<file path="src/hw/rtl/record_ring_buffer_writer_core_assert.svh">
// ---------------------------------------------------------------------------
// Record ring writer assertion macros
// Clocked assertion helpers used by the record ring writer job queue.
// ---------------------------------------------------------------------------
`ifndef RECORD_RING_BUFFER_WRITER_CORE_ASSERT_SVH
`define RECORD_RING_BUFFER_WRITER_CORE_ASSERT_SVH

`ifndef ASSERT_OFF

// Property that must hold at every rising edge out of reset.
`define RRBW_ASSERT(label, prop, msg) \
  label: assert property (@(posedge clk) disable iff (!rst_n) (prop)) else $error(msg);

// Condition that must never be seen at a rising edge out of reset.
`define RRBW_NEVER(label, expr, msg) \
  label: assert property (@(posedge clk) disable iff (!rst_n) !(expr)) else $error(msg);

`else

`define RRBW_ASSERT(label, prop, msg)
`define RRBW_NEVER(label, expr, msg)

`endif

`endif

</file>
<file path="src/hw/rtl/rrbw_pkg.sv">
// ---------------------------------------------------------------------------
// Record ring writer package
// Sizes, codes, the job record and helper functions shared by the design.
// ---------------------------------------------------------------------------
package rrbw_pkg;

  localparam int RING_BYTES_LOG2 = 16;
  localparam int PAGE_BITS       = 12;
  localparam int QUEUE_DEPTH     = 2;
  localparam int QUEUE_PTR_W     = (QUEUE_DEPTH > 1) ? $clog2(QUEUE_DEPTH) : 1;
  localparam int QUEUE_CNT_W     = $clog2(QUEUE_DEPTH + 1);
  localparam int WADDR_W         = 16;

  localparam logic [32:0] RING_BYTES  = 33'(1) << RING_BYTES_LOG2;
  localparam logic [31:0] RING_MASK   = 32'(RING_BYTES - 33'(1));
  localparam logic [31:0] MAX_RECORD  = 32'h3FFF_FFFF;
  localparam logic [31:0] BUSY_BIT    = 32'h8000_0000;
  localparam logic [7:0]  HPB_RESET   = 8'd3;

  typedef enum logic [1:0] {
    OP_BEGIN    = 2'd0,
    OP_PAYLOAD  = 2'd1,
    OP_CONSUMER = 2'd2,
    OP_UNUSED   = 2'd3
  } op_t;

  typedef enum logic [2:0] {
    ST_OK        = 3'd0,
    ST_BAD_FLAGS = 3'd1,
    ST_TOO_LARGE = 3'd2,
    ST_NO_SPACE  = 3'd3,
    ST_BAD_SEQ   = 3'd4
  } status_t;

  // One classified item: up to two ring writes, then the closing status beat.
  typedef struct packed {
    logic [1:0]         n_writes;
    logic [WADDR_W-1:0] addr0;
    logic [63:0]        data0;
    logic [WADDR_W-1:0] addr1;
    logic [63:0]        data1;
    status_t            status;
    logic               wake;
    logic [31:0]        prod;
    logic               avail;
  } job_t;

  typedef struct packed {
    logic full;
    logic empty;
  } q_stat_t;

  function automatic logic [31:0] ring_off(input logic [31:0] pos);
    return pos & RING_MASK;
  endfunction

  function automatic logic [63:0] header_word(input logic [7:0] base,
                                              input logic [31:0] start,
                                              input logic [31:0] len);
    logic [31:0] pg;
    pg = 32'(base) + (ring_off(start) >> PAGE_BITS);
    return {pg, len};
  endfunction

endpackage

</file>
<file path="src/hw/rtl/rrbw_in_if.sv">
// ---------------------------------------------------------------------------
// Record ring writer input channel
// Valid/ready channel carrying one command item per beat.
// ---------------------------------------------------------------------------
interface rrbw_in_if;
  logic        valid;
  logic        ready;
  logic [1:0]  operation;
  logic [31:0] record_size;
  logic [7:0]  wake_flags;
  logic [63:0] payload_word;
  logic [31:0] consumer_position;

  modport source (
    output valid, operation, record_size, wake_flags, payload_word,
           consumer_position,
    input  ready
  );
  modport sink (
    input  valid, operation, record_size, wake_flags, payload_word,
           consumer_position,
    output ready
  );
endinterface

</file>
<file path="src/hw/rtl/rrbw_out_if.sv">
// ---------------------------------------------------------------------------
// Record ring writer result channel
// Valid/ready channel carrying one ring write or status report per beat.
// ---------------------------------------------------------------------------
interface rrbw_out_if;
  logic        valid;
  logic        ready;
  logic        result_kind;
  logic [2:0]  status;
  logic [15:0] write_address;
  logic [63:0] write_data;
  logic        wakeup;
  logic [31:0] producer_position;
  logic        data_available;
  logic        last;

  modport source (
    output valid, result_kind, status, write_address, write_data, wakeup,
           producer_position, data_available, last,
    input  ready
  );
  modport sink (
    input  valid, result_kind, status, write_address, write_data, wakeup,
           producer_position, data_available, last,
    output ready
  );
endinterface

</file>
<file path="src/hw/rtl/rrbw_front.sv">
// ---------------------------------------------------------------------------
// Record ring writer front end
// Accepts items, runs the reserve/commit checks and updates ring state.
// ---------------------------------------------------------------------------
module rrbw_front (
  input  logic          clk,
  input  logic          rst_n,
  input  logic          cfg_we,
  input  logic [7:0]    cfg_wdata,
  rrbw_in_if.sink       in_ch,
  input  rrbw_pkg::q_stat_t q_stat,
  output logic          push,
  output rrbw_pkg::job_t job
);
  import rrbw_pkg::*;

  logic [7:0]  hpb_r;
  logic [31:0] prod_r, prod_nxt;
  logic [31:0] cons_r, cons_nxt;
  logic        open_r, open_nxt;
  logic [31:0] start_r, start_nxt;
  logic [29:0] bytes_r, bytes_nxt;
  logic [27:0] words_r, words_nxt;
  logic [1:0]  mode_r, mode_nxt;

  logic [32:0] len;
  logic [31:0] newp;
  logic [31:0] space;
  logic [30:0] total_w;
  logic [27:0] total;
  logic [27:0] wd_inc;
  logic [31:0] pay_addr;
  logic [31:0] prod_off;
  logic [31:0] start_off;
  logic [63:0] keep_mask;
  logic        wake_begin;
  logic        wake_pay;

  assign in_ch.ready = !q_stat.full;
  assign push        = in_ch.valid && in_ch.ready;

  // Ring offsets of the producer and of the open record's header
  assign prod_off  = ring_off(prod_r);
  assign start_off = ring_off(start_r);

  // Begin checks
  assign len   = (33'(in_ch.record_size) + 33'd15) & ~33'd7;
  assign newp  = prod_r + len[31:0];
  assign space = newp - cons_r;
  assign wake_begin = in_ch.wake_flags[1] ||
                      ((ring_off(cons_r) == ring_off(prod_r)) && !in_ch.wake_flags[0]);

  // Payload bookkeeping
  assign total_w  = {1'b0, bytes_r} + 31'd7;
  assign total    = total_w[30:3];
  assign wd_inc   = words_r + 28'd1;
  assign pay_addr = ring_off(start_r + 32'd8 + 32'({words_r, 3'b000}));
  assign keep_mask = (bytes_r[2:0] == 3'd0) ? '1 :
                     ((64'd1 << {bytes_r[2:0], 3'b000}) - 64'd1);
  assign wake_pay = mode_r[1] ||
                    ((ring_off(cons_r) == ring_off(start_r)) && !mode_r[0]);

  always_comb begin
    prod_nxt  = prod_r;
    cons_nxt  = cons_r;
    open_nxt  = open_r;
    start_nxt = start_r;
    bytes_nxt = bytes_r;
    words_nxt = words_r;
    mode_nxt  = mode_r;

    job          = '0;
    job.status   = ST_OK;

    case (op_t'(in_ch.operation))
      OP_CONSUMER: begin
        cons_nxt = in_ch.consumer_position;
      end
      OP_BEGIN: begin
        if (open_r) begin
          job.status = ST_BAD_SEQ;
        end else if (in_ch.wake_flags[7:2] != 6'd0) begin
          job.status = ST_BAD_FLAGS;
        end else if (in_ch.record_size > MAX_RECORD) begin
          job.status = ST_TOO_LARGE;
        end else if (len > RING_BYTES) begin
          job.status = ST_TOO_LARGE;
        end else if (space > RING_MASK) begin
          job.status = ST_NO_SPACE;
        end else begin
          start_nxt  = prod_r;
          bytes_nxt  = in_ch.record_size[29:0];
          words_nxt  = '0;
          mode_nxt   = in_ch.wake_flags[1:0];
          prod_nxt   = newp;
          job.addr0  = prod_off[WADDR_W-1:0];
          job.data0  = header_word(hpb_r, prod_r, in_ch.record_size | BUSY_BIT);
          if (in_ch.record_size == 32'd0) begin
            // Empty record: commit straight away
            open_nxt     = 1'b0;
            job.n_writes = 2'd2;
            job.addr1    = prod_off[WADDR_W-1:0];
            job.data1    = header_word(hpb_r, prod_r, 32'd0);
            job.wake     = wake_begin;
          end else begin
            open_nxt     = 1'b1;
            job.n_writes = 2'd1;
          end
        end
      end
      OP_PAYLOAD: begin
        if (!open_r) begin
          job.status = ST_BAD_SEQ;
        end else begin
          words_nxt = wd_inc;
          job.addr0 = pay_addr[WADDR_W-1:0];
          if (wd_inc >= total) begin
            open_nxt     = 1'b0;
            job.n_writes = 2'd2;
            job.data0    = in_ch.payload_word & keep_mask;
            job.addr1    = start_off[WADDR_W-1:0];
            job.data1    = header_word(hpb_r, start_r, {2'b00, bytes_r});
            job.wake     = wake_pay;
          end else begin
            job.n_writes = 2'd1;
            job.data0    = in_ch.payload_word;
          end
        end
      end
      default: begin
        job.status = ST_BAD_SEQ;
      end
    endcase

    job.prod  = prod_nxt;
    job.avail = (prod_nxt != cons_nxt);
  end

  always_ff @(posedge clk) begin
    if (!rst_n) begin
      hpb_r   <= HPB_RESET;
      prod_r  <= '0;
      cons_r  <= '0;
      open_r  <= 1'b0;
      start_r <= '0;
      bytes_r <= '0;
      words_r <= '0;
      mode_r  <= '0;
    end else begin
      if (cfg_we) begin
        hpb_r <= cfg_wdata;
      end
      if (push) begin
        prod_r  <= prod_nxt;
        cons_r  <= cons_nxt;
        open_r  <= open_nxt;
        start_r <= start_nxt;
        bytes_r <= bytes_nxt;
        words_r <= words_nxt;
        mode_r  <= mode_nxt;
      end
    end
  end

endmodule

</file>
<file path="src/hw/rtl/rrbw_queue.sv">
// ---------------------------------------------------------------------------
// Record ring writer job queue
// Short FIFO of classified jobs between the front and back ends.
// ---------------------------------------------------------------------------
`include "record_ring_buffer_writer_core_assert.svh"

module rrbw_queue (
  input  logic              clk,
  input  logic              rst_n,
  input  logic              push,
  input  rrbw_pkg::job_t    push_job,
  input  logic              pop,
  output rrbw_pkg::job_t    head,
  output rrbw_pkg::q_stat_t q_stat
);
  import rrbw_pkg::*;

  job_t                   mem_r [QUEUE_DEPTH];
  logic [QUEUE_PTR_W-1:0] wr_ptr_r, wr_ptr_nxt;
  logic [QUEUE_PTR_W-1:0] rd_ptr_r, rd_ptr_nxt;
  logic [QUEUE_CNT_W-1:0] count_r, count_nxt;

  assign q_stat.full  = (count_r == QUEUE_CNT_W'(QUEUE_DEPTH));
  assign q_stat.empty = (count_r == '0);
  assign head         = mem_r[rd_ptr_r];

  always_comb begin
    wr_ptr_nxt = wr_ptr_r;
    rd_ptr_nxt = rd_ptr_r;
    count_nxt  = count_r;
    if (push) begin
      wr_ptr_nxt = (wr_ptr_r == QUEUE_PTR_W'(QUEUE_DEPTH - 1)) ? '0 :
                   wr_ptr_r + QUEUE_PTR_W'(1);
    end
    if (pop) begin
      rd_ptr_nxt = (rd_ptr_r == QUEUE_PTR_W'(QUEUE_DEPTH - 1)) ? '0 :
                   rd_ptr_r + QUEUE_PTR_W'(1);
    end
    if (push && !pop) begin
      count_nxt = count_r + QUEUE_CNT_W'(1);
    end else if (pop && !push) begin
      count_nxt = count_r - QUEUE_CNT_W'(1);
    end
  end

  always_ff @(posedge clk) begin
    if (push) begin
      mem_r[wr_ptr_r] <= push_job;
    end
  end

  always_ff @(posedge clk) begin
    if (!rst_n) begin
      wr_ptr_r <= '0;
      rd_ptr_r <= '0;
      count_r  <= '0;
    end else begin
      wr_ptr_r <= wr_ptr_nxt;
      rd_ptr_r <= rd_ptr_nxt;
      count_r  <= count_nxt;
    end
  end

  `RRBW_NEVER(a_q_no_overflow, push && q_stat.full, "job queue written while full")
  `RRBW_NEVER(a_q_no_underflow, pop && q_stat.empty, "job queue popped while empty")
  `RRBW_ASSERT(a_q_count_up, (push && !pop) |=> (count_r == $past(count_r) + 1'b1), "queue count did not rise")
  `RRBW_NEVER(a_q_count_range, count_r > QUEUE_CNT_W'(QUEUE_DEPTH), "queue count beyond depth")

endmodule

</file>
<file path="src/hw/rtl/rrbw_back.sv">
// ---------------------------------------------------------------------------
// Record ring writer back end
// Plays out each job as its ring writes followed by one status beat.
// ---------------------------------------------------------------------------
module rrbw_back (
  input  logic              clk,
  input  logic              rst_n,
  input  rrbw_pkg::job_t    head,
  input  rrbw_pkg::q_stat_t q_stat,
  output logic              pop,
  rrbw_out_if.source        out_ch
);
  import rrbw_pkg::*;

  logic [1:0] beat_r, beat_nxt;
  logic       is_write;
  logic       take;

  assign is_write = (beat_r < head.n_writes);
  assign take     = out_ch.valid && out_ch.ready;
  assign pop      = take && !is_write;

  assign out_ch.valid             = !q_stat.empty;
  assign out_ch.result_kind       = is_write;
  assign out_ch.status            = is_write ? ST_OK : head.status;
  assign out_ch.write_address     = !is_write ? '0 :
                                    (beat_r == 2'd0) ? head.addr0 : head.addr1;
  assign out_ch.write_data        = !is_write ? '0 :
                                    (beat_r == 2'd0) ? head.data0 : head.data1;
  assign out_ch.wakeup            = !is_write && head.wake;
  assign out_ch.producer_position = head.prod;
  assign out_ch.data_available    = head.avail;
  assign out_ch.last              = !is_write;

  // Advance on each taken write beat, rewind after the status beat
  always_comb begin
    beat_nxt = beat_r;
    if (take) begin
      beat_nxt = is_write ? beat_r + 2'd1 : 2'd0;
    end
  end

  always_ff @(posedge clk) begin
    if (!rst_n) begin
      beat_r <= '0;
    end else begin
      beat_r <= beat_nxt;
    end
  end

endmodule

</file>
<file path="src/hw/rtl/record_ring_buffer_writer_core.sv">
// ---------------------------------------------------------------------------
// Record ring writer core
// Reserve/commit writer of variable-length records into a byte ring.
// ---------------------------------------------------------------------------
//
//  channel  | dir | beat
//  ---------+-----+------------------------------------------------------
//  in_ch    | in  | begin record, payload word or consumer position
//  out_ch   | out | ring write (header or payload) or closing status report
//  cfg_*    | in  | header_page_base write, no read-back
//
//  The front end takes one item per cycle whenever the job queue has room.
//  Each item leaves as one to three result beats, one beat per cycle while
//  out_ch is ready; the two-entry job queue lets the front end carry on
//  while the result side plays out an item.
//  Reset (rst_n low, synchronous) clears positions, the open record and the
//  queue, and loads header_page_base with three.
//  A stall on out_ch fills the queue and then drops in_ch.ready.
//
module record_ring_buffer_writer_core (
  input  logic        clk,
  input  logic        rst_n,
  input  logic        cfg_we,
  input  logic [7:0]  cfg_wdata,
  rrbw_in_if.sink     in_ch,
  rrbw_out_if.source  out_ch
);
  import rrbw_pkg::*;

  // Front to queue
  logic    push;
  job_t    new_job;

  // Queue to back
  job_t    head_job;
  q_stat_t q_stat;
  logic    pop;

  // Classify items, hold ring state and the page base register
  rrbw_front u_front (
    .clk       (clk),
    .rst_n     (rst_n),
    .cfg_we    (cfg_we),
    .cfg_wdata (cfg_wdata),
    .in_ch     (in_ch),
    .q_stat    (q_stat),
    .push      (push),
    .job       (new_job)
  );

  // Decouple the two sides
  rrbw_queue u_queue (
    .clk      (clk),
    .rst_n    (rst_n),
    .push     (push),
    .push_job (new_job),
    .pop      (pop),
    .head     (head_job),
    .q_stat   (q_stat)
  );

  // Emit writes then the status beat for each job
  rrbw_back u_back (
    .clk    (clk),
    .rst_n  (rst_n),
    .head   (head_job),
    .q_stat (q_stat),
    .pop    (pop),
    .out_ch (out_ch)
  );

endmodule

</file>
<file path="src/flat_wrapper.sv">
// flat-port wrapper written by rule: the top's interface ports become plain ports
module record_ring_buffer_writer_core_flat import rrbw_pkg::*;
  (clk, rst_n, cfg_we, cfg_wdata, in_ch_valid, in_ch_operation, in_ch_record_size, in_ch_wake_flags, in_ch_payload_word, in_ch_consumer_position, in_ch_ready, out_ch_valid, out_ch_result_kind, out_ch_status, out_ch_write_address, out_ch_write_data, out_ch_wakeup, out_ch_producer_position, out_ch_data_available, out_ch_last, out_ch_ready);
  rrbw_in_if in_ch_i ();
  rrbw_out_if out_ch_i ();
  input  logic clk;
  input  logic rst_n;
  input  logic cfg_we;
  input  logic [7:0] cfg_wdata;
  input wire logic [$bits(in_ch_i.valid)-1:0] in_ch_valid;
  input wire logic [$bits(in_ch_i.operation)-1:0] in_ch_operation;
  input wire logic [$bits(in_ch_i.record_size)-1:0] in_ch_record_size;
  input wire logic [$bits(in_ch_i.wake_flags)-1:0] in_ch_wake_flags;
  input wire logic [$bits(in_ch_i.payload_word)-1:0] in_ch_payload_word;
  input wire logic [$bits(in_ch_i.consumer_position)-1:0] in_ch_consumer_position;
  output wire logic [$bits(in_ch_i.ready)-1:0] in_ch_ready;
  output wire logic [$bits(out_ch_i.valid)-1:0] out_ch_valid;
  output wire logic [$bits(out_ch_i.result_kind)-1:0] out_ch_result_kind;
  output wire logic [$bits(out_ch_i.status)-1:0] out_ch_status;
  output wire logic [$bits(out_ch_i.write_address)-1:0] out_ch_write_address;
  output wire logic [$bits(out_ch_i.write_data)-1:0] out_ch_write_data;
  output wire logic [$bits(out_ch_i.wakeup)-1:0] out_ch_wakeup;
  output wire logic [$bits(out_ch_i.producer_position)-1:0] out_ch_producer_position;
  output wire logic [$bits(out_ch_i.data_available)-1:0] out_ch_data_available;
  output wire logic [$bits(out_ch_i.last)-1:0] out_ch_last;
  input wire logic [$bits(out_ch_i.ready)-1:0] out_ch_ready;
  assign in_ch_i.valid = in_ch_valid;
  assign in_ch_i.operation = in_ch_operation;
  assign in_ch_i.record_size = in_ch_record_size;
  assign in_ch_i.wake_flags = in_ch_wake_flags;
  assign in_ch_i.payload_word = in_ch_payload_word;
  assign in_ch_i.consumer_position = in_ch_consumer_position;
  assign in_ch_ready = in_ch_i.ready;
  assign out_ch_valid = out_ch_i.valid;
  assign out_ch_result_kind = out_ch_i.result_kind;
  assign out_ch_status = out_ch_i.status;
  assign out_ch_write_address = out_ch_i.write_address;
  assign out_ch_write_data = out_ch_i.write_data;
  assign out_ch_wakeup = out_ch_i.wakeup;
  assign out_ch_producer_position = out_ch_i.producer_position;
  assign out_ch_data_available = out_ch_i.data_available;
  assign out_ch_last = out_ch_i.last;
  assign out_ch_i.ready = out_ch_ready;
  record_ring_buffer_writer_core u_core (.clk(clk), .rst_n(rst_n), .cfg_we(cfg_we), .cfg_wdata(cfg_wdata), .in_ch(in_ch_i), .out_ch(out_ch_i));
endmodule
</file>
<file path="config.mk">
export PLATFORM = sky130hd
export DESIGN_NAME = record_ring_buffer_writer_core_flat
export DESIGN_NICKNAME = d
export VERILOG_FILES = /design/src/hw/rtl/rrbw_pkg.sv /design/src/hw/rtl/rrbw_in_if.sv /design/src/hw/rtl/rrbw_out_if.sv /design/src/hw/rtl/rrbw_front.sv /design/src/hw/rtl/rrbw_queue.sv /design/src/hw/rtl/rrbw_back.sv /design/src/hw/rtl/record_ring_buffer_writer_core.sv /design/src/flat_wrapper.sv
export VERILOG_INCLUDE_DIRS = /design/src /design/src/hw/rtl
export SDC_FILE = /design/constraint.sdc
export NUM_CORES = 1
export LEC_CHECK = 0
export BUFFER_PORTS_ARGS = -buffer_cell sky130_fd_sc_hd__clkbuf_2
export CAP_MARGIN = 20
export CORE_MARGIN = 2
export CORE_UTILIZATION = 32
export DETAILED_ROUTE_END_ITERATION = 6
export MAX_ROUTING_LAYER = met4
export PLACE_DENSITY = 0.53
export SLEW_MARGIN = 20
export SYNTH_ARGS = -nofsm -noshare
export SYNTH_HDL_FRONTEND = slang
export SYNTH_SLANG_ARGS = --single-unit
</file>
<file path="constraint.sdc">
create_clock -name clk -period 12.25 [get_ports clk]
set_clock_uncertainty 0.2 [all_clocks]
set_input_delay 0.6125 -clock clk [delete_from_list [all_inputs] [get_ports clk]]
set_output_delay 0.6125 -clock clk [all_outputs]
set_load 0.03 [all_outputs]
</file>
==> impl_metrics.ini, run 1 <==
[synthesis]
syn_area_mm2 = 0.0277
ys_seq_elements = 480
ys_seq_area_share_pct = 46.7
yosys-top-cells-count = nand2_1, edfxtp_1, dfxtp_1
synthArstFlopShare_pct = 0
synthSimpleGateAreaFrac_pct = 18.0
synth-edff-count = 330
yosys.cell_types.count = 87
synth_top_family_by_area = simple AND/OR/NAND/NOR gates
synth_compound_area_share_pct = 13.0
ys_top_cells_by_area = edfxtp_1, dfxtp_1, nand2_1
synthXorXnorAreaFrac_pct = 5.63
syn_area_per_cell_um2 = 10.3
yosys.area.top_type_share_pct = 35.8
synth.area.mux_share_pct = 7.35
yosys_warnings = 0
synth_ff_type = edfxtp_1
syn_inst = 2695
synth_top_area_cell = edfxtp_1
synthAdderAreaFrac_pct = 5.81
synth_most_common_cell = nand2_1

[setup_path]
endpoint_kind = flip-flop
crit_type = in -> reg
worst-r2r-setup-slack_ns = 3.46
cp_num_buf_inv = 3
crit_path_frequent_cell = nand2_1
crit_cells = 30
critPathSlowestCell = nor3_4
cp_top_family = simple AND/OR/NAND/NOR gates
worstReg2RegEnd = u_core.u_front.bytes_r[7]
r2r_cells = 22
cp_max_fo = 36
cp.arrival_ns = 9.63
crit_start = in_ch_record_size[2]
crit_required_ns = 12.54
crit_path_end = u_core.u_front.bytes_r[7]
r2r_start = u_core.u_front.prod_r[3]
cp-start-kind = input pin
max_stage_delay_ns = 0.81

[timing]
slew_violations = 0
rsz0062_at_grt = no
fin_setup_tns_ns = 0
period_share_pct = 76.3
final_hold_viol_count = 0
max_freq_ghz = 0.107
min_period_ns = 9.35
tightest_slew_ns = 1.05
timing.slew.headroom_pct = 29.8
setup_violations = 0

[clocking]
cts_sinks = 480
clockBufferDepth = 3
htree_levels = 2
clkTransAtPathRegs_ns = 0.06
post_cts_resized = 0
clk_latency_ns = 0.65
cts_tree = built
root_buffer = clkbuf_16
post_cts_buffers = 0
cts_buffers = 57

[pwr]
leakage_nw = 12.3
vdd_drop_max_uv = 185
power_density_mw_per_mm2 = 162

[route]
vias = 21000
vias_per_cell = 5.12
drt_first_pass_iters = 5
dr.first_iter.drc_count = 1592
wl_per_cell_um = 21.1
remaining_drc_errors = 0
drtAntennaViolNets = 0
finalWirelength_mm = 86.6

[floorplan]
die_h_um = 298
start_util_pct = 32.4
rows = 107
die_area_mm2 = 0.0888
fp.coreArea_mm2 = 0.0854
io_pins = 272
fp.dieW_um = 298

[placement]
io_buffers = 265
dp.cells = 3983
place_congestion = 0.884
hpwl_mm = 62.9

[grt]
grt_max_degree = 118
grt_pass1_wl_mm = 129
gr-total-overflow = 0
grt_pass1_vias = 20500
antenna_found_initial = 7
grt_use_total_pct = 19.6

[min_path]
hold_class = in -> reg

[finish]
fin_util_pct = 37.8
nNetsFinal = 3188
area_delta_synth_final_pct = 16.7
fin_cells = 4110
drive_above_1_share_pct = 17.8

[status]
outcome = complete, no violations

[job]
maxCapViolCount = 0
[cell type report]
cell class                 instances  area, um^2
antenna                            6        15.0
clock inverter                    35         404
clock buffer                      73        1590
fill                            8610       53100
multi-input combinational       1982       13900
tap                             1144        1430
inverter                          75         282
sequential                       480       12900
timing repair buffer             315        1770
[what timing repair did]
| action | CTS | global route |
|---|---|---|
| endpoints found under the setup margin | 0 | 0 |
| endpoints found under the hold margin | 11 | 0 |
| hold buffers | 11 | 0 |
[worst min-delay path by stage]
stage | startpoint | to | slack [ns] | depth (start not counted)
floorplan | u_core.u_front.mode_r[1] | u_core.u_front.mode_r[1] | 0.24 | 2
global placement | u_core.u_front.cons_r[25] | u_core.u_front.cons_r[25] | 0.25 | 2
detailed placement | u_core.u_front.mode_r[1] | u_core.u_front.mode_r[1] | 0.26 | 2
CTS | in_ch_consumer_position[29] | u_core.u_front.cons_r[29] | 0.002 | 3
global route | in_ch_consumer_position[30] | u_core.u_front.cons_r[30] | 0.02 | 3
finish | in_ch_consumer_position[30] | u_core.u_front.cons_r[30] | 0.03 | 3
[per-layer routing]
| metal | GRT usage (%) | share of wire (%) | vias up |
|---|---|---|---|
| met5 | - | 0 | - |
| met4 | 6.15 | 3.2 | 0 |
| met3 | 3.70 | 5.8 | 125 |
| met2 | 31.4 | 47 | 574 |
| met1 | 25.1 | 44 | 10100 |
| li1 | - | - | 10300 |
[logic make-up after synthesis]
family / Yosys count
fa+ha+maj: 126
compound gates: 529
flops: 480
buf+inv: 238
xor+xnor: 176
mux: 134
simple gates: 1011
other cells: 1
[tightest hold or removal path, stage by stage]
cell,delay [ns]
clkbuf_2,0.09
nand2_1,0.05
a21boi_0,0.06
[power by group]
| group | total [mW] | leakage [nW] | internal, mW | switching [mW] |
|---|---|---|---|---|
| combinational | 1.44 | 6.93 | 0.476 | 0.965 |
| sequential | 2.00 | 4.37 | 1.94 | 0.0601 |
| clock | 1.79 | 0.955 | 1.05 | 0.736 |
[placed cells by master, fill, tap and decap left out, types with 14 or more instances in the layout]
| cell | instances |
|---|---|
| a21o_1 | 37 |
| nand3_1 | 69 |
| ha_1 | 121 |
| o21bai_1 | 14 |
| mux4_2 | 52 |
| a21oi_1 | 99 |
| and3_1 | 42 |
| xor2_1 | 69 |
| nor3_1 | 22 |
| a31oi_1 | 18 |
| and4_1 | 14 |
| clkbuf_16 | 60 |
| o21a_1 | 16 |
| xnor2_1 | 106 |
| o2111ai_1 | 14 |
| inv_1 | 73 |
| clkbuf_2 | 264 |
| nand4_1 | 55 |
| and2_1 | 135 |
| buf_4 | 36 |
| edfxtp_1 | 330 |
| nor4_1 | 27 |
| a22o_1 | 31 |
| o21ai_0 | 97 |
| dfxtp_1 | 149 |
| nand2_1 | 424 |
| nor2b_1 | 17 |
| nor2_1 | 128 |
| mux2i_1 | 48 |
| mux2_2 | 34 |
| a21boi_0 | 116 |
[metrics by stage]
step | power (mW) | worst slack [ns] | hold WS [ns] | area [um^2]
after floorplan | 3.05 | 3.41 | 0.238 | 27700
after global placement | 3.50 | 2.59 | 0.253 | 30100
after detailed placement | 3.50 | 2.37 | 0.258 | 30100
after CTS | 5.30 | 3.00 | 0.00181 | 32200
after global routing | 5.47 | 2.14 | 0.0217 | 32300
final | 5.23 | 2.90 | 0.0275 | 32300
[registers in the layout (all words and copies together), names as in the netlist, named ones only]
| name | flops |
|---|---|
| u_core.u_front.words_r | 28 |
| u_core.u_front.prod_r | 29 |
| u_core.u_queue.rd_ptr_r | 1 |
| u_core.u_queue.count_r | 2 |
| u_core.u_back.beat_r | 2 |
| u_core.u_front.bytes_r | 30 |
| u_core.u_queue.mem_r | 330 |
| u_core.u_front.cons_r | 32 |
| u_core.u_front.hpb_r | 8 |
| u_core.u_queue.wr_ptr_r | 1 |
| u_core.u_front.mode_r | 2 |
| u_core.u_front.start_r | 13 |
| u_core.u_front.open_r | 1 |
Power figures use the tool's default switching activity.
==> inputs of run 2 (changes only) <==
--- a/config.mk
+++ b/config.mk
@@ -12,7 +12,7 @@
 export CORE_UTILIZATION = 32
 export DETAILED_ROUTE_END_ITERATION = 6
 export MAX_ROUTING_LAYER = met4
-export PLACE_DENSITY = 0.53
+export PLACE_DENSITY = 0.55
 export SLEW_MARGIN = 20
 export SYNTH_ARGS = -nofsm -noshare
 export SYNTH_HDL_FRONTEND = slang
==> constraint.sdc (replaced) <==
create_clock -name clk -period 8.4 [get_ports clk]
set_clock_uncertainty 0.2 [all_clocks]
set_input_delay 0.42 -clock clk [delete_from_list [all_inputs] [get_ports clk]]
set_output_delay 0.42 -clock clk [all_outputs]
set_load 0.03 [all_outputs]
==> run 2 against run 1 <==
Final cell count rose by 4.3%. Highest routed layer unchanged. Critical path depth rose by 3. Global-route usage rose by 0.46 points.
==> impl_metrics.ini, run 2 (same netlist as run 1, synthesis figures left out) <==
[status]
outcome = complete, no violations

[finish]
largest_register_ff_count = 330
multi_input_area_mm2 = 0.0139
area_delta_synth_final_pct = 22.7
final_common_cell = nand2_1
stdcell_area_mm2 = 0.0339
fillers = 8550
regArea_mm2 = 0.0129
reg.largest.list = u_core.u_queue.mem_r: 330 flops, u_core.u_front.cons_r: 32 flops, u_core.u_front.bytes_r: 30 flops
largest_register = u_core.u_queue.mem_r
nNetsFinal = 3367
layout_common_cells = nand2_1, edfxtp_1, clkbuf_2
drive_above_1_share_pct = 19.4

[timing]
final_hold_viol_count = 0
rsz0062_at_grt = no
slew_violations = 0
min_period_ns = 8.01
fin_setup_tns_ns = 0
setup_violations = 0
max_freq_ghz = 0.125
timing.final.ws_setup_ns = 0.386
timing.slew.headroom_pct = 32.4
tightest_slew_ns = 1.01
period_share_pct = 95.4
whs_ns = 0.0344

[route]
drt_first_pass_iters = 7
wl_per_cell_um = 20.8
dr.first_iter.drc_count = 1578
drtAntennaViolNets = 0
vias_per_cell = 5.10
finalWirelength_mm = 89.1
remaining_drc_errors = 0
vias = 21900

[setup_path]
critPathSlowestCell = dlygate4sd3_1
cp.arrival_ns = 8.16
r2r_cells = 25
crit_required_ns = 8.55
crit_type = in -> reg
cp_max_fo = 11
max_stage_delay_ns = 0.59
cp-start-kind = input pin
endpoint_kind = flip-flop

[clocking]
root_buffer = clkbuf_16
clk_latency_ns = 0.63
cts_sinks = 480
htree_levels = 2
clkTransAtPathRegs_ns = 0.06
cts_buffers = 56
clockBufferDepth = 3
cts_tree = built

[placement]
place_congestion = 0.924
io_buffers = 265
placed_area_mm2 = 0.0308
place_ws_ns = 0.0395
hpwl_mm = 65.0

[floorplan]
rows = 107
start_util_pct = 32.4
fp.dieW_um = 298
die_h_um = 298
fp.coreArea_mm2 = 0.0854
io_pins = 272
die_area_mm2 = 0.0888

[pwr]
leakage_nw = 13.1
power_density_mw_per_mm2 = 225
vdd_drop_max_uv = 177

[grt]
grt_pass1_wl_mm = 132
grt_max_degree = 101
grt_pass1_vias = 21300
grt_use_total_pct = 20.1
antenna_found_initial = 7
gr-total-overflow = 0

[min_path]
min_path_cells = 3
hold_class = in -> reg

[job]
maxCapViolCount = 0
[run 2: repair_timing]
item                       CTS  global route
buffers inserted             0             2
hold buffers               114             0
setup endpoints to repair    0           136
hold endpoints to repair   181             0
gates resized for setup      0            12
[run 2: final timing paths]
check / startpoint / to / slack (ns)
min reg2reg: u_core.u_front.cons_r[30] / u_core.u_front.cons_r[30] / 0.26
max: in_ch_record_size[0] / u_core.u_queue.mem_r[1][0] / 0.39
min: in_ch_record_size[13] / u_core.u_front.bytes_r[13] / 0.03
max reg2reg: u_core.u_front.prod_r[3] / u_core.u_front.bytes_r[17] / 1.30
[run 2: per-layer routing]
metal	GRT usage [%]	vias up	wire [um]
li1	-	10600	-
met5	-	-	0
met3	3.06	157	4870
met4	7.41	0	3380
met2	32.1	624	41800
met1	25.7	10500	39100
[run 2: power by group]
part	leakage, nW	internal (mW)	switching, mW	total (mW)
logic	7.77	0.740	1.43	2.17
clock network	0.936	1.49	1.04	2.53
registers	4.37	2.83	0.0863	2.92
[run 2: critical path, delay by kind of cell]
kind	cells	cell delay (ns)
and+or+nand+nor	12	3.16
AOI/OAI and AO/OA	12	2.11
buffers and inverters	5	1.18
adders and majority gates	2	0.65
xor gates and xnor gates	2	0.61
[run 2: final cells by class]
cell class                      instances  area share (%)
Sequential cell                       480            38.0
Tap cell                             1144            4.22
Clock buffer                           73            4.56
Inverter                               75           0.829
Antenna cell                            7          0.0516
Timing Repair Buffer                  495            10.2
Clock inverter                         32            1.10
Multi-Input combinational cell       1982            41.0
[run 2: metrics by stage]
stage / instances / power (mW) / utilization (%)
detailed placement: 4060 / 5.13 / 36.1
floorplan: 2700 / 4.42 / -
global route: 4288 / 7.97 / 39.7
global placement: 4060 / 5.13 / 36.1
finish: 4288 / 7.63 / 39.7
CTS: 4279 / 7.73 / 39.7
==> inputs of run 3 (changes only) <==
--- a/config.mk
+++ b/config.mk
@@ -12,7 +12,7 @@
 export CORE_UTILIZATION = 32
 export DETAILED_ROUTE_END_ITERATION = 6
 export MAX_ROUTING_LAYER = met4
-export PLACE_DENSITY = 0.55
+export PLACE_DENSITY = 0.53
 export SLEW_MARGIN = 20
 export SYNTH_ARGS = -nofsm -noshare
 export SYNTH_HDL_FRONTEND = slang
==> constraint.sdc (replaced) <==
create_clock -name clk -period 9.29 [get_ports clk]
set_clock_uncertainty 0.2 [all_clocks]
set_input_delay 0.4645 -clock clk [delete_from_list [all_inputs] [get_ports clk]]
set_output_delay 0.4645 -clock clk [all_outputs]
set_load 0.03 [all_outputs]
==> run 3 against run 2 <==
Worst setup slack improved by 0.081 ns. Sequential share of layout area is 0.57 points higher. Die area stayed put. Global-route usage barely moved. Critical path depth shrank 1. Combinational power fell by 10%. Utilization is 0.59 points lower. Via count shrank 1.5%. Count of clock-buffer cells in the layout fell by 10. Sequential power shrank 9.6%. Clock power fell by 7.9%. Largest power group unchanged.
==> impl_metrics.ini, run 3 (same netlist as run 1, synthesis figures left out) <==
[route]
dr.first_iter.drc_count = 1384
vias_per_cell = 5.10
vias = 21500
wl_per_cell_um = 20.9
drt_first_pass_iters = 5
drtAntennaViolNets = 0
remaining_drc_errors = 0
finalWirelength_mm = 88.2

[setup_path]
cp_max_fo = 14
crit_path_frequent_cell = nand2_1
cp-start-kind = input pin
endpoint_kind = flip-flop
critPathSlowestCell = or4_4
cp.arrival_ns = 9.00
crit_type = in -> reg
r2r_cells = 25
crit_required_ns = 9.46
max_stage_delay_ns = 0.59

[clocking]
cts_sinks = 480
clockBufferDepth = 3
clkTransAtPathRegs_ns = 0.06
cts_tree = built
root_buffer = clkbuf_16
cts_buffers = 55
clk_latency_ns = 0.64
htree_levels = 2

[finish]
fillers = 8529
nNetsFinal = 3304
largest_register_ff_count = 330
layout_common_cells = nand2_1, edfxtp_1, clkbuf_2
reg.largest.list = u_core.u_queue.mem_r: 330 flops, u_core.u_front.cons_r: 32 flops, u_core.u_front.bytes_r: 30 flops
final_common_cell = nand2_1
drive_above_1_share_pct = 18.0
largest_register = u_core.u_queue.mem_r
area_delta_synth_final_pct = 20.9

[placement]
place_ws_ns = 0.136
io_buffers = 265
place_congestion = 0.903
hpwl_mm = 63.5

[timing]
min_period_ns = 8.82
max_freq_ghz = 0.113
slew_violations = 0
final_hold_viol_count = 0
timing.final.ws_setup_ns = 0.467
timing.slew.headroom_pct = 31.2
tightest_slew_ns = 1.03
period_share_pct = 95.0
setup_violations = 0
fin_setup_tns_ns = 0

[min_path]
min_path_cells = 2
hold_class = in -> reg

[floorplan]
fp.coreArea_mm2 = 0.0854
die_h_um = 298
die_area_mm2 = 0.0888
rows = 107
fp.dieW_um = 298
start_util_pct = 32.4
io_pins = 272

[grt]
grt_pass1_wl_mm = 132
gr-total-overflow = 0
antenna_found_initial = 10
grt_use_total_pct = 20.0
grt_max_degree = 136
grt_pass1_vias = 21300

[pwr]
leakage_nw = 12.8
vdd_drop_max_uv = 207
power_density_mw_per_mm2 = 207

[job]
maxCapViolCount = 0

[status]
outcome = complete, no violations
[run 3: where the power goes]
group          internal [mW]  switching [mW]  total (mW)
clock                   1.38           0.942        2.33
sequential              2.56          0.0778        2.64
combinational          0.660            1.29        1.95
total                   4.61            2.31        6.91
[run 3: worst max-delay path, delay by kind of cell]
family          cells  cell delay (ns)
fa+ha+maj           2             0.75
simple gates       13             3.30
compound gates     10             2.56
xor+xnor            3             0.88
buf+inv             4             1.03
[run 3: cell type report]
cell class	count	area [um^2]	area share (%)
inverters	75	282	0.842
clock buffers	63	1420	4.24
flip-flops and latches	480	12900	38.6
clock inverters	41	528	1.58
repair buffers	433	2960	8.84
diodes	8	20.0	0.0599
multi-input cells	1982	13900	41.5
well taps	1144	1430	4.28
[run 3: routing by layer]
layer	share of wire, %	wire, um	track usage [%]
met2	48	42400	33.1
met3	4.7	4130	2.73
met1	45	39400	25.8
met4	2.6	2270	5.35
met5	0	0	-
[run 3: what timing repair did]
item | in CTS | in global routing
hold endpoints to repair | 160 | 0
setup endpoints to repair | 0 | 69
resized for setup | 0 | 4
hold buffers | 104 | 0
buffers inserted | 0 | 2
[run 3: per-stage QoR]
stage / cell area (um^2) / total power, mW / hold slack [ns] / cells / util (%)
finish: 33400 / 6.91 / 0.0255 / 4226 / 39.2
global route: 33400 / 7.22 / 0.0166 / 4226 / 39.2
CTS: 33300 / 7.00 / 0.00539 / 4214 / 39.0
detailed placement: 30400 / 4.62 / 0.259 / 4006 / 35.5
global placement: 30400 / 4.62 / 0.253 / 4006 / 35.5
floorplan: 27700 / 4.02 / 0.238 / 2700 / -
[run 3: worst paths after layout]
path	start	end	slack [ns]
worst min register to register	u_core.u_front.cons_r[21]	u_core.u_front.cons_r[21]	0.27
worst min-delay path	in_ch_payload_word[6]	u_core.u_queue.mem_r[1][123]	0.03
worst max register to register	u_core.u_front.prod_r[3]	u_core.u_queue.mem_r[1][0]	1.27
worst max-delay path	in_ch_record_size[0]	u_core.u_queue.mem_r[1][0]	0.47
